$ cat config.mk
export PLATFORM = sky130hd
export DESIGN_NAME = pmt_elementary_pid_finder_core
export DESIGN_NICKNAME = d
export VERILOG_FILES = /design/src/hdl/pmtepf_pkg.sv /design/src/hdl/pmtepf_walk.sv /design/src/hdl/pmt_elementary_pid_finder_core.sv
export SDC_FILE = /design/constraint.sdc
export NUM_CORES = 1
export LEC_CHECK = 0
export ABC_AREA = 0
export ABC_CLOCK_PERIOD_IN_PS = 3600
export BUFFER_PORTS_ARGS = -buffer_cell sky130_fd_sc_hd__clkbuf_2
export CAP_MARGIN = 15
export CORE_ASPECT_RATIO = 0.75
export CORE_MARGIN = 2
export CORE_UTILIZATION = 55
export CTS_CLUSTER_SIZE = 14
export DETAILED_ROUTE_END_ITERATION = 10
export PLACE_DENSITY = 0.86
export SLEW_MARGIN = 30
export SYNTH_ARGS = -nofsm -noshare
export SYNTH_HDL_FRONTEND = slang
export SYNTH_SLANG_ARGS = --single-unit
$ cat constraint.sdc
create_clock -name clk -period 3.6 [get_ports clk]
set_clock_uncertainty 0.05 [all_clocks]
set_input_delay 0.36 -clock clk [delete_from_list [all_inputs] [get_ports clk]]
set_output_delay 0.36 -clock clk [all_outputs]
set_load 0.01 [all_outputs]
$ cat src/hdl/pmtepf_pkg.sv
`timescale 1ns / 1ps
`default_nettype none
// ----------------------------------------------------------------------------
// pmtepf_pkg
// Shared types and constants of the program map section PID finder.
// ----------------------------------------------------------------------------
package pmtepf_pkg;

  localparam int unsigned MAX_SECTION_BYTES = 4096;
  localparam int unsigned POS_W             = 13;
  localparam int unsigned NEP_W             = 14;
  localparam int unsigned PID_W             = 13;
  localparam int unsigned LEN_W             = 12;
  localparam int unsigned TYPE_W            = 8;
  localparam int unsigned ADDR_W            = 1;
  localparam int unsigned OUT_TDATA_W       = 32;

  localparam logic [ADDR_W-1:0] REG_VIDEO_TYPE = 1'd0;
  localparam logic [ADDR_W-1:0] REG_AUDIO_TYPE = 1'd1;

  localparam logic [TYPE_W-1:0] VIDEO_TYPE_RST = 8'd27;
  localparam logic [TYPE_W-1:0] AUDIO_TYPE_RST = 8'd17;

  localparam logic [POS_W-1:0] POS_INFO_HI    = 13'd10;
  localparam logic [POS_W-1:0] POS_INFO_LO    = 13'd11;
  localparam logic [POS_W-1:0] POS_FIRST_LOOP = 13'd12;
  localparam logic [POS_W-1:0] POS_SHORT_MAX  = 13'd14;
  localparam logic [POS_W-1:0] POS_LIMIT      = POS_W'(MAX_SECTION_BYTES);
  localparam logic [NEP_W-1:0] ENTRY_HDR_LEN  = 14'd5;

  // offsets within an entry header
  localparam logic [2:0] ENT_TYPE    = 3'd0;
  localparam logic [2:0] ENT_PID_HI  = 3'd1;
  localparam logic [2:0] ENT_PID_LO  = 3'd2;
  localparam logic [2:0] ENT_INFO_HI = 3'd3;
  localparam logic [2:0] ENT_INFO_LO = 3'd4;

  typedef struct packed {
    logic [PID_W-1:0] vid_pid;
    logic [PID_W-1:0] aud_pid;
    logic             short_section;
  } pmtepf_result_t;

  typedef struct packed {
    logic [TYPE_W-1:0] video_type;
    logic [TYPE_W-1:0] audio_type;
  } pmtepf_cfg_t;

endpackage
`default_nettype wire

$ cat src/hdl/pmtepf_walk.sv
`timescale 1ns / 1ps
`default_nettype none
// ----------------------------------------------------------------------------
// pmtepf_walk
// Section walk state: byte count, loop offsets, entry decode and held PIDs.
// ----------------------------------------------------------------------------
module pmtepf_walk (
  input  wire                              clk,
  input  wire                              rst_n,
  input  wire pmtepf_pkg::pmtepf_cfg_t     cfg,
  input  wire                              step_valid,
  input  wire [7:0]                        step_byte,
  input  wire                              step_last,
  output pmtepf_pkg::pmtepf_result_t       result
);
  import pmtepf_pkg::*;

  logic [POS_W-1:0]  byte_pos_r,    byte_pos_nxt;
  logic [LEN_W-1:0]  prog_info_r,   prog_info_nxt;
  logic [NEP_W-1:0]  next_entry_r,  next_entry_nxt;
  logic [2:0]        ent_idx_r,     ent_idx_nxt;
  logic [TYPE_W-1:0] ent_type_r,    ent_type_nxt;
  logic [PID_W-1:0]  ent_pid_r,     ent_pid_nxt;
  logic [LEN_W-1:0]  ent_info_r,    ent_info_nxt;
  logic              stopped_r,     stopped_nxt;
  logic [PID_W-1:0]  vid_pid_r,     vid_pid_nxt;
  logic [PID_W-1:0]  aud_pid_r,     aud_pid_nxt;

  logic              take;
  logic [NEP_W-1:0]  pos_ext;
  logic [NEP_W-1:0]  diff;
  logic              in_entry;
  logic [LEN_W-1:0]  info_full;
  logic [POS_W-1:0]  pos_count;

  always_comb begin
    byte_pos_nxt   = byte_pos_r;
    prog_info_nxt  = prog_info_r;
    next_entry_nxt = next_entry_r;
    ent_idx_nxt    = ent_idx_r;
    ent_type_nxt   = ent_type_r;
    ent_pid_nxt    = ent_pid_r;
    ent_info_nxt   = ent_info_r;
    stopped_nxt    = stopped_r;
    vid_pid_nxt    = vid_pid_r;
    aud_pid_nxt    = aud_pid_r;

    take      = step_valid && (byte_pos_r < POS_LIMIT);
    pos_ext   = {1'b0, byte_pos_r};
    diff      = pos_ext - next_entry_r;
    in_entry  = (byte_pos_r >= POS_FIRST_LOOP) && !stopped_r &&
                (pos_ext >= next_entry_r) && (diff < ENTRY_HDR_LEN);
    info_full = {ent_info_r[LEN_W-1:8], step_byte};
    pos_count = take ? byte_pos_r + 1'b1 : byte_pos_r;

    if (take) begin
      byte_pos_nxt = pos_count;
      if (byte_pos_r == POS_INFO_HI) begin
        prog_info_nxt = {step_byte[3:0], 8'h00};
      end else if (byte_pos_r == POS_INFO_LO) begin
        prog_info_nxt  = {prog_info_r[LEN_W-1:8], step_byte};
        next_entry_nxt = NEP_W'(POS_FIRST_LOOP) +
                         NEP_W'({prog_info_r[LEN_W-1:8], step_byte});
      end else if (in_entry) begin
        ent_idx_nxt = diff[2:0];
        case (diff[2:0])
          ENT_TYPE:    ent_type_nxt = step_byte;
          ENT_PID_HI:  ent_pid_nxt  = {step_byte[4:0], 8'h00};
          ENT_PID_LO:  ent_pid_nxt  = {ent_pid_r[PID_W-1:8], step_byte};
          ENT_INFO_HI: ent_info_nxt = {step_byte[3:0], 8'h00};
          ENT_INFO_LO: begin
            ent_info_nxt = info_full;
            if (ent_type_r == cfg.video_type) begin
              vid_pid_nxt = ent_pid_r;
            end else if (aud_pid_r == '0 && ent_type_r == cfg.audio_type) begin
              aud_pid_nxt = ent_pid_r;
            end
            next_entry_nxt = next_entry_r + ENTRY_HDR_LEN + NEP_W'(info_full);
            stopped_nxt    = (vid_pid_nxt != '0) && (aud_pid_nxt != '0);
          end
          default: ;
        endcase
      end
    end

    result.vid_pid       = vid_pid_nxt;
    result.aud_pid       = aud_pid_nxt;
    result.short_section = (pos_count <= POS_SHORT_MAX);

    // end of section: start the next one clean
    if (step_valid && step_last) begin
      byte_pos_nxt   = '0;
      prog_info_nxt  = '0;
      next_entry_nxt = '0;
      ent_idx_nxt    = '0;
      ent_type_nxt   = '0;
      ent_pid_nxt    = '0;
      ent_info_nxt   = '0;
      stopped_nxt    = 1'b0;
      vid_pid_nxt    = '0;
      aud_pid_nxt    = '0;
    end
  end

  always_ff @(posedge clk) begin
    if (!rst_n) begin
      byte_pos_r   <= '0;
      prog_info_r  <= '0;
      next_entry_r <= '0;
      ent_idx_r    <= '0;
      ent_type_r   <= '0;
      ent_pid_r    <= '0;
      ent_info_r   <= '0;
      stopped_r    <= 1'b0;
      vid_pid_r    <= '0;
      aud_pid_r    <= '0;
    end else begin
      byte_pos_r   <= byte_pos_nxt;
      prog_info_r  <= prog_info_nxt;
      next_entry_r <= next_entry_nxt;
      ent_idx_r    <= ent_idx_nxt;
      ent_type_r   <= ent_type_nxt;
      ent_pid_r    <= ent_pid_nxt;
      ent_info_r   <= ent_info_nxt;
      stopped_r    <= stopped_nxt;
      vid_pid_r    <= vid_pid_nxt;
      aud_pid_r    <= aud_pid_nxt;
    end
  end

  a_stop_needs_both: assert property (@(posedge clk) disable iff (!rst_n)
    stopped_r |-> (vid_pid_r != '0 && aud_pid_r != '0))
    else $error("search stopped without both pids");

  a_pos_bounded: assert property (@(posedge clk) disable iff (!rst_n)
    byte_pos_r <= POS_LIMIT)
    else $error("byte count beyond section limit");

  a_entry_idx: assert property (@(posedge clk) disable iff (!rst_n)
    ent_idx_r <= ENT_INFO_LO)
    else $error("entry byte index out of range");

  a_clear_on_last: assert property (@(posedge clk) disable iff (!rst_n)
    (step_valid && step_last) |=> (byte_pos_r == '0 && !stopped_r))
    else $error("section state not cleared after last byte");

endmodule
`default_nettype wire

$ cat src/hdl/pmt_elementary_pid_finder_core.sv
`timescale 1ns / 1ps
`default_nettype none
// ----------------------------------------------------------------------------
// pmt_elementary_pid_finder_core
// Walks a program map section byte by byte and reports video and audio PIDs.
// ----------------------------------------------------------------------------
// Takes one section byte per cycle while not stalled. Each byte lands in an input
// register and is folded into the section state when the walk stage takes it; the
// item with tlast loads the result register on that same edge, which raises
// out_tvalid. The only stall comes from a pending result
// that the sink has not taken when the next last byte reaches the walk stage.
module pmt_elementary_pid_finder_core (
  input  wire                                   clk,
  input  wire                                   rst_n,
  input  wire                                   cfg_we,
  input  wire [pmtepf_pkg::ADDR_W-1:0]          cfg_addr,
  input  wire [pmtepf_pkg::TYPE_W-1:0]          cfg_wdata,
  input  wire                                   in_tvalid,
  output logic                                  in_tready,
  input  wire [7:0]                             in_tdata,   // section_byte
  input  wire                                   in_tlast,   // last_byte
  output logic                                  out_tvalid,
  input  wire                                   out_tready,
  // vid_pid[12:0], aud_pid[25:13], short_section[26], zero above
  output logic [pmtepf_pkg::OUT_TDATA_W-1:0]    out_tdata
);
  import pmtepf_pkg::*;

  pmtepf_cfg_t    cfg_r;
  logic           s1_valid_r;
  logic [7:0]     s1_byte_r;
  logic           s1_last_r;
  logic           s1_go;
  logic           out_valid_r;
  pmtepf_result_t out_data_r;
  pmtepf_result_t walk_res;

  always_ff @(posedge clk) begin
    if (!rst_n) begin
      cfg_r.video_type <= VIDEO_TYPE_RST;
      cfg_r.audio_type <= AUDIO_TYPE_RST;
    end else if (cfg_we) begin
      case (cfg_addr)
        REG_VIDEO_TYPE: cfg_r.video_type <= cfg_wdata;
        REG_AUDIO_TYPE: cfg_r.audio_type <= cfg_wdata;
        default: ;
      endcase
    end
  end

  assign s1_go     = s1_valid_r && (!s1_last_r || !out_valid_r || out_tready);
  assign in_tready = !s1_valid_r || s1_go;

  always_ff @(posedge clk) begin
    if (!rst_n) begin
      s1_valid_r <= 1'b0;
    end else if (in_tready) begin
      s1_valid_r <= in_tvalid;
    end
  end

  always_ff @(posedge clk) begin
    if (in_tready && in_tvalid) begin
      s1_byte_r <= in_tdata;
      s1_last_r <= in_tlast;
    end
  end

  pmtepf_walk u_walk (
    .clk        (clk),
    .rst_n      (rst_n),
    .cfg        (cfg_r),
    .step_valid (s1_go),
    .step_byte  (s1_byte_r),
    .step_last  (s1_last_r),
    .result     (walk_res)
  );

  always_ff @(posedge clk) begin
    if (!rst_n) begin
      out_valid_r <= 1'b0;
    end else if (s1_go && s1_last_r) begin
      out_valid_r <= 1'b1;
    end else if (out_tready) begin
      out_valid_r <= 1'b0;
    end
  end

  always_ff @(posedge clk) begin
    if (s1_go && s1_last_r) begin
      out_data_r <= walk_res;
    end
  end

  assign out_tvalid = out_valid_r;
  assign out_tdata  = {{(OUT_TDATA_W - 2*PID_W - 1){1'b0}}, out_data_r.short_section,
                       out_data_r.aud_pid, out_data_r.vid_pid};

endmodule
`default_nettype wire

# Word-level counts from Yosys, hierarchy flattened
# Cells that the tools add are included.
[totals]
ff_bits = 137
inputBits = 23
output_inout_bits = 34
[op_classes]
addsub = 5
n_lt_le_gt_ge = 5
n_eq_ne = 8
muxes = 33
bitwise = 6
reduce_logical = 34
[ops]
columns = ["cell", "n"]
rows = [
  ["$mux 13", 24],
  ["$mux 14", 3],
  ["$eq 13x4->1 const B", 2],
  ["$pmux 13 s2", 1],
  ["$reduce_bool 13->1", 2],
  ["$pmux 12 s2", 1],
  ["$eq 8x8->1", 2],
  ["$reduce_and 5->1", 3],
  ["$add 14x12->14", 1],
  ["$add 14x3->14 const B", 1],
  ["$ge 13x14->1", 1],
  ["$lt 14x3->1 const B", 1],
  ["$sub 13x14->14", 1],
  ["$add 13x1->13 const B", 1],
  ["$add 4x12->13 const A", 1],
  ["$ge 13x4->1 const B", 1],
  ["$le 13x4->1 const B", 1],
  ["$logic_not 13->1", 1],
  ["$lt 13x13->1 const B", 1],
  ["$mux 12", 1],
  ["$reduce_and 6->1", 2],
  ["$logic_and 1x1->1", 9],
  ["$mux 8", 1],
  ["$reduce_bool 2->1", 4],
  ["11 further kinds", 25],
]

# Depth between registers and ports, before layout
# Gate-level depths: netlist of the first run.
[logic_depth]
word_depth = 14
mapped_depth = 14
ltp_nobuf = 13

# Hierarchy
# Synthesis of the first run repeated with hierarchy kept, for this count alone.
[unflattened]
hier_cells = 828
hier_area_um2 = 7537.2
[modules_own_cells]
columns = ["mod", "n_inst", "cells_per_inst", "area_each_um2", "seq_area_each_um2"]
rows = [
  ["pmtepf_walk", 1, 702, 5729.2, 1661.6],
  ["pmt_elementary_pid_finder_core", 1, 126, 1808.0, 1441.4],
]

# Worst setup path before layout of the first run
# OpenSTA, ideal clock, no wires.
[synth_path]
kind = "reg2reg"
start = "register u_walk.byte_pos_r[0]"
end = "register out_data_r, in the netlist out_tdata[10], data pin"
arrival_ns = 3.042
required_ns = 3.290
slack_ns = 0.248
stages_incl_launch_ff = 12
path_buffers = 2
synth_period_minus_slack_ns = 3.352
path_cell_list = "dfxtp_1 > inv_1 > ha_1 > fa_1 > xnor2_1 > a221o_1 > nor4b_1 > and4_1 > buf_4 > nand3_4 > buf_6 > mux2_4"
[synth_lines]
columns = ["item", "line", "text"]
rows = [
  ["start, declared", "pmtepf_walk.sv:18", "logic [POS_W-1:0] byte_pos_r, byte_pos_nxt;"],
  ["start signal, assigned", "pmtepf_walk.sv:118", "byte_pos_r <= byte_pos_nxt;"],
  ["end signal, assigned", "pmt_elementary_pid_finder_core.sv:91", "out_data_r <= walk_res;"],
  ["end, declared", "pmt_elementary_pid_finder_core.sv:35", "pmtepf_result_t out_data_r;"],
]

# Worst setup path after layout of the first run
[layout_path]
start = "register u_walk.next_entry_r[5]"
end = "register u_walk.next_entry_r[7]"
[layout_via]
elab_chain_len = 5
elab_cells_between_ends = 12
classes_between = "3 x add/sub; 2 x order compare; 3 x mux; 4 x reduce/logical"
[layout_lines]
columns = ["item", "line", "text"]
rows = [
  ["start, declared", "pmtepf_walk.sv:20", "logic [NEP_W-1:0] next_entry_r, next_entry_nxt;"],
  ["start signal, assigned", "pmtepf_walk.sv:120", "next_entry_r <= next_entry_nxt;"],
  ["$add 14x3->14, or another cell as far along", "pmtepf_walk.sv:78", "next_entry_nxt = next_entry_r + ENTRY_HDR_LEN + NEP_W'(info_full);"],
  ["$add 14x12->14, or another cell as far along", "pmtepf_walk.sv:78", ""],
  ["$mux 14 / $logic_and 1x1->1 (equally long branches)", "pmtepf_walk.sv:66, pmtepf_walk.sv:52", ""],
  ["$mux 14 / $reduce_bool 2->1 (equally long branches)", "n/a", ""],
  ["$mux 14 / $reduce_and 4->1 (equally long branches)", "n/a", ""],
]
# Several ways; a longest one is shown, not always the timed one. The select of a mux whose other input is x is not followed.
# A chain may end at the register's enable or synchronous reset.

==> flow_summary_export.csv, run 1 <==
group,metric,value,unit
run_status,outcome,"finished, final reports clean",
clocking,cts_tree,"built",
logic_synthesis,synthDistinctLibCells,59,
route,drc,0,
grt,grt_util_met1,37.9,%
clocking,path_clk_slew,0.06,ns
worst_setup_path,r2r_slack,0.15,ns
worst_setup_path,path_cells,"inv_1 -> ha_1 -> or2_2 -> a21oi_1 -> o21ba_1 -> or3b_1 -> o221ai_2 -> and4_4 -> buf_4 -> buf_4 -> a21oi_2 -> buf_4 -> mux2i_1",
worst_setup_path,criticalPathCategory,"flop to flop",
grt,grtUsageMet2,38.5,%
grt,antenna_found_initial,0,
sta,slew_headroom,49.3,%
worst_setup_path,worstReg2RegStart,"u_walk.next_entry_r[5]",
sta,rsz0062_at_grt,"no",
pwr,power.switching,0.000910,W
pwr,p_sw_share,26.0,%
clocking,cts_buffers,17,
clocking,cts_sinks,137,
pwr,clockPowerShare,46.8,%
worst_setup_path,reg2reg_to,"u_walk.next_entry_r[7]",
die,num_rows,36,
pwr,power.density,409,nW/µm²
logic_synthesis,synthTopCellsByArea,"dfxtp_1, edfxtp_1, ha_1, nand2_1, mux2i_1",
logic_synthesis,post-synth-top-area-fraction,27.1,%
worst_setup_path,critical_path_buf_inv_count,4,
clocking,cts.htree.levels,4,
die,core_area,13100,µm²
placed_design,port_buffers,51,
sta,tightest_slew,0.750,ns
pwr,p_comb_share,6.7,%
sta,drv_slew,0,
clocking,cts_setup_buffers,0,
clocking,insertion_delay,0.42,ns
worst_setup_path,cp-start-kind,"flop",
route,antenna_left,0,
logic_synthesis,ys_warn_count,0,
final_layout,multi_input_area,4150,µm²
pwr,p_total,0.00350,W
sta,hold_viol_final,0,
worst_setup_path,crit_path_frequent_cell,"buf_4",
logic_synthesis,syn_area,7460,µm²
pwr,internal_power,0.00259,W
sta,min_period_over_period,95.9,%
logic_synthesis,synth_cells,817,
worst_setup_path,cp-end-kind,"flop",
grt,grt_pass1_wl,30500,µm
final_layout,diodes,0,
sta,tns,0,ns
grt,grt_use_met3,7.01,%
final_layout,final_area,8570,µm²
worst_setup_path,crit_family,"simple AND/OR/NAND/NOR gates",
worst_setup_path,path_depth,13,
min_path,hp-start,"in_tlast",
logic_synthesis,synth_edf_count,36,
pwr,p_leak,3.61,nW
clocking,holdBufCountCts,0,
logic_synthesis,postSynthAreaPerCell,9.13,µm²
worst_setup_path,arrival,3.74,ns
grt,globalRouteOverflowTotal,0,
placed_design,placed_area,7960,µm²
clocking,cts-resized-gates,1,
route,avgRoutedWirePerCell,17.8,µm
sta,fmax,290,MHz
logic_synthesis,ys_ff_latch,137,
min_path,hp-class,"primary input to flop",
route,vias,6426,
logic_synthesis,synth_top_flop_cell,"dfxtp_1",
final_layout,area_delta_synth_final,14.9,%
die,die_h,105,µm
die,io_pins,57,
clocking,cts_root_buf,"clkbuf_16",
grt,grt_pass1_vias,5948,
die,initial_core_util,56.9,%
final_layout,ff_latch_area,3100,µm²
logic_synthesis,yosys.area.top_type,"dfxtp_1",
die,die-area,14500,µm²
worst_setup_path,ff2ff_path_depth,13,
route,drt_iter0_drc,791,
sta,hold_slack,0.0654,ns
job,maxCapViolCount,0,
grt,grtUsageTotal,26.3,%
pwr,max-vdd-ir-drop,0.000401,V
sta,finalSetupViolCount,0,
clocking,cts_buffer_depth,2,
placed_design,routabilityCongestion,1.02,
worst_setup_path,slowest_stage,"ha_1",
grt,top_usage_layer,"met2",
sta,min_period,3.45,ns
worst_setup_path,cp-endpoint,"u_walk.next_entry_r[7]",
route,dr.pass1.iters,5,
worst_setup_path,crit_start,"u_walk.next_entry_r[5]",
logic_synthesis,async_reset_ff_share,0,%
pwr,seqPwrFrac,46.5,%
placed_design,detailed_place_hpwl,13400,µm
final_layout,drive_gt1_share,16.3,%
final_layout,nets,941,
worst_setup_path,path_max_fanout,14,
worst_setup_path,max_stage_delay,0.40,ns
final_layout,final.fill_count,1017,
worst_setup_path,cp_data_required_time,3.89,ns
die,die_w,138,µm
route,vias_per_cell,6.06,
route,routed_wl,18900,µm
logic_synthesis,ys_seq_area_share,41.6,%
grt,grt_max_degree,65,
-- per-layer routing --
metal	up-vias	part of all wire [%]
met5	-	0
met4	0	1.3
met3	30	9.8
met2	334	43
met1	3016	46
li1	3046	-
-- layout by cell type (no fill, tap or decap), types with 31 or more instances in the layout --
cell      count
clkbuf_2     51
mux2i_1      31
edfxtp_1     36
nor2_1       49
nand3_1      34
o21ai_0      54
ha_1         40
nand2_1     119
dfxtp_1     100
a21oi_1      37
-- power by group through the flow --
stage | registers (W) | logic, W | clock network [W]
after floorplan | 0.00167 | 0.000140 | 0
final | 0.00163 | 0.000235 | 0.00164
after global routing | 0.00163 | 0.000256 | 0.00173
after CTS | 0.00163 | 0.000227 | 0.00165
after detailed placement | 0.00166 | 0.000225 | 0
after global placement | 0.00166 | 0.000220 | 0
-- worst min path at each step --
stage,endpoint,cells after the start
2_1_floorplan,u_walk.stopped_r,2
3_3_place_gp,u_walk.next_entry_r[2],2
3_5_place_dp,u_walk.next_entry_r[2],2
4_1_cts,s1_byte_r[0],1
5_1_grt,s1_byte_r[0],1
6_report,s1_last_r,1
-- cells by family (layout without fill, tap and decap cells) --
logic type | after synthesis | in the layout | share of synthesized area (%)
XOR/XNOR | 52 | 52 | 6.21
multiplexers | 44 | 44 | 6.48
other | 1 | 5 | 0.0503
adder cells (fa/ha/maj) | 42 | 42 | 7.25
AND/OR/NAND/NOR | 303 | 303 | 19.9
buffers and inverters | 66 | 134 | 4.01
AO/OA/AOI/OAI | 172 | 172 | 14.5
flip-flops | 137 | 137 | 41.6
-- per-stage QoR --
step / util (%) / std cells / worst slack [ns]
2_1_floorplan: - / 821 / 0.248
3_5_place_dp: 60.7 / 1028 / 0.00771
6_report: 65.4 / 1060 / 0.147
5_1_grt: 65.4 / 1060 / 0.0239
3_3_place_gp: 60.7 / 1028 / 0.133
4_1_cts: 65.0 / 1060 / 0.0613
-- area by class of cell --
| type | count | area share (%) |
|---|---|---|
| timing repair buffer | 76 | 5.31 |
| tap | 171 | 2.50 |
| clock buffer | 17 | 4.96 |
| sequential | 137 | 36.2 |
| clock inverter | 15 | 1.50 |
| inverter | 26 | 1.14 |
| multi-input combinational | 618 | 48.4 |
-- sequential cells by signal (all words and copies together) (netlist names), 8 cells and up --
| signal | flops |
|---|---|
| u_walk.ent_type_r | 8 |
| cfg_r | 16 |
| u_walk.ent_pid_r | 13 |
| out_tdata | 27 |
| u_walk.aud_pid_r | 13 |
| u_walk.next_entry_r | 14 |
| s1_byte_r | 8 |
| u_walk.byte_pos_r | 13 |
| u_walk.vid_pid_r | 13 |
-- cell usage after synthesis (11+ instances only) --
cell type  number
mux2i_1        31
nor2_1         50
nand3_1        35
a21oi_1        38
dfxtp_1       101
o211ai_1       12
inv_1          26
nand2_1       119
a21boi_0       11
ha_1           40
xor2_1         23
edfxtp_1       36
o21ai_0        55
a21o_1         16
xnor2_1        28
clkbuf_1       26
nor3_1         17
and3_1         16
nand4_1        16
-- worst reg2reg max path: cells and delay by family, from the launching register on --
family	cells	cell delay [ns]
compound gates	4	0.61
fa+ha+maj	1	0.40
buf+inv	4	0.69
flops	1	0.39
mux	1	0.21
simple gates	3	1.01
(Power assumes the default switching activity.)
==> inputs of run 2 (changes only) <==
--- a/config.mk
+++ b/config.mk
@@ -11,3 +11,3 @@
 export CAP_MARGIN = 15
-export CORE_ASPECT_RATIO = 0.75
+export CORE_ASPECT_RATIO = 0.6
 export CORE_MARGIN = 2
--- a/constraint.sdc
+++ b/constraint.sdc
@@ -4,2 +4,2 @@
 set_output_delay 0.36 -clock clk [all_outputs]
-set_load 0.01 [all_outputs]
+set_load 0.1 [all_outputs]
==> run 2 against run 1 <==
Net effect:
- wire length grew 2.7%
- cell count grew 0.19%
- critical path depth shrank 2
- count of clock-buffer cells in the layout up 3
- largest cell class unchanged
- final area grew 0.60%
- first-iteration DRC count is 4.6% higher
- worst hold slack worse by 0.0060 ns
- die area grew 0.14%
- flip-flop and latch count did not move
- maximum frequency decreased by 1.4%
- via count grew 0.53%
==> flow_summary_export.csv, run 2 (synthesis results as in run 1) <==
group,metric,value,unit
sta,min_period,3.50,ns
sta,fmax,286,MHz
sta,tightest_slew,0.918,ns
clocking,cts.htree.levels,4,
worst_setup_path,crit_start,"u_walk.byte_pos_r[0]",
worst_setup_path,reg2reg_to,"out_tdata[8]",
grt,grt_pass1_wl,30100,µm
pwr,max-vdd-ir-drop,0.000260,V
die,die_w,154,µm
grt,grtUsageTotal,26.9,%
worst_setup_path,cp-end-kind,"flop",
route,vias_per_cell,6.08,
clocking,cts_tree,"built",
placed_design,routabilityCongestion,0.989,
final_layout,largest_reg_flops,27,
grt,grt_pass1_vias,5735,
final_layout,nets,944,
route,wl_met3,2170,µm
final_layout,final.fill_count,988,
route,drt-met1-wl,8990,µm
route,routed.top_layer,"met4",
job,maxCapViolCount,0,
worst_setup_path,ff2ff_path_depth,11,
route,drc,0,
final_layout,drive_gt1_share,15.9,%
clocking,holdBufCountCts,0,
die,core_area,13100,µm²
clocking,cts_buffers,17,
placed_design,dp.cells,1029,
final_layout,area_delta_synth_final,15.6,%
pwr,power.density,438,nW/µm²
sta,finalSetupViolCount,0,
route,wl_met2,8010,µm
final_layout,layout_commonest_cell,"nand2_1",
clocking,cts_sinks,137,
route,vias,6460,
worst_setup_path,cp-start-kind,"flop",
route,drt_iter0_drc,827,
grt,grt_max_degree,65,
placed_design,port_buffers,51,
route,dr.pass1.iters,6,
worst_setup_path,cp-endpoint,"out_tdata[8]",
sta,rsz0062_at_grt,"no",
sta,tns,0,ns
sta,drv_slew,0,
worst_setup_path,worstReg2RegStart,"u_walk.byte_pos_r[0]",
grt,antenna_found_initial,1,
route,antenna_left,0,
die,io_pins,57,
clocking,cts_buffer_depth,2,
route,routed_wl,19400,µm
clocking,path_clk_slew,0.06,ns
clocking,cts_root_buf,"clkbuf_16",
clocking,insertion_delay,0.43,ns
clocking,cts_setup_buffers,0,
sta,slew_headroom,38.5,%
min_path,hp-class,"primary input to flop",
pwr,p_leak,3.65,nW
die,initial_core_util,57.1,%
worst_setup_path,path_max_fanout,10,
worst_setup_path,criticalPathCategory,"flop to flop",
worst_setup_path,arrival,3.62,ns
die,die_h,94.2,µm
die,die-area,14500,µm²
sta,min_period_over_period,97.3,%
final_layout,diodes,0,
final_layout,fin_cells,1062,
worst_setup_path,cp_data_required_time,3.72,ns
placed_design,detailed_place_hpwl,13800,µm
final_layout,final_cell_mix,"nand2_1, dfxtp_1, o21ai_0",
sta,hold_viol_final,0,
grt,globalRouteOverflowTotal,0,
worst_setup_path,r2r_slack,0.1,ns
run_status,outcome,"finished, final reports clean",
route,avgRoutedWirePerCell,18.3,µm
die,num_rows,32,
[run 2: per-stage QoR]
| step | setup slack [ns] | power [W] | area, µm² | hold slack, ns | util, % |
|---|---|---|---|---|---|
| after detailed placement | 0.00455 | 0.00199 | 7960 | 0.415 | 61.0 |
| after floorplan | 0.248 | 0.00190 | 7470 | 0.388 | - |
| after CTS | 0.0730 | 0.00377 | 8580 | 0.0550 | 65.7 |
| after global routing | 0.000756 | 0.00387 | 8620 | 0.0532 | 66.1 |
| final | 0.0978 | 0.00378 | 8620 | 0.0594 | 66.1 |
| after global placement | 0.146 | 0.00198 | 7960 | 0.396 | 61.0 |
[run 2: cell type report]
| type | instances | area [µm²] | area share (%) |
|---|---|---|---|
| multi-input combinational | 619 | 4140 | 48.0 |
| tap | 170 | 213 | 2.47 |
| clock buffer | 20 | 479 | 5.56 |
| timing repair buffer | 78 | 458 | 5.31 |
| sequential | 137 | 3100 | 36.0 |
| inverter | 26 | 97.6 | 1.13 |
| clock inverter | 12 | 134 | 1.55 |
[run 2: what timing repair did]
item	4_1_cts	5_1_grt
gates resized for setup	2	7
cloned	0	1
endpoints found under the setup margin	11	60
pin swaps	0	0
[run 2: critical path, cell delays in order, from the launching register on]
cell	delay, ns
dfxtp_1	0.32
inv_1	0.06
ha_1	0.21
fa_1	0.44
nor2b_1	0.22
o211a_1	0.22
o21ai_0	0.18
a311oi_1	0.35
xnor2_1	0.22
and4_4	0.35
nand3_4	0.22
mux2_4	0.39
[run 2: power by group]
part           internal, W  total [W]  switching (W)
Clock              0.00111    0.00182       0.000707
Sequential         0.00161    0.00163      0.0000215
Combinational    0.0000838   0.000334       0.000250
Total              0.00280    0.00378       0.000979
[run 2: how the worst min path moves through the flow]
stage	from	cells past startpoint	slack (ns)	to
2_1_floorplan	u_walk.stopped_r	2	0.39	u_walk.stopped_r
3_3_place_gp	u_walk.next_entry_r[2]	2	0.40	u_walk.next_entry_r[2]
3_5_place_dp	u_walk.stopped_r	2	0.42	u_walk.stopped_r
4_1_cts	in_tdata[5]	1	0.05	s1_byte_r[5]
5_1_grt	in_tdata[5]	1	0.05	s1_byte_r[5]
6_report	in_tdata[5]	1	0.06	s1_byte_r[5]
[run 2: per-layer routing]
layer | GRT usage (%) | up-vias
met4 | 7.25 | 0
li1 | - | 3052
met5 | 0 | -
met1 | 40.1 | 3027
met2 | 38.6 | 354
met3 | 6.60 | 27
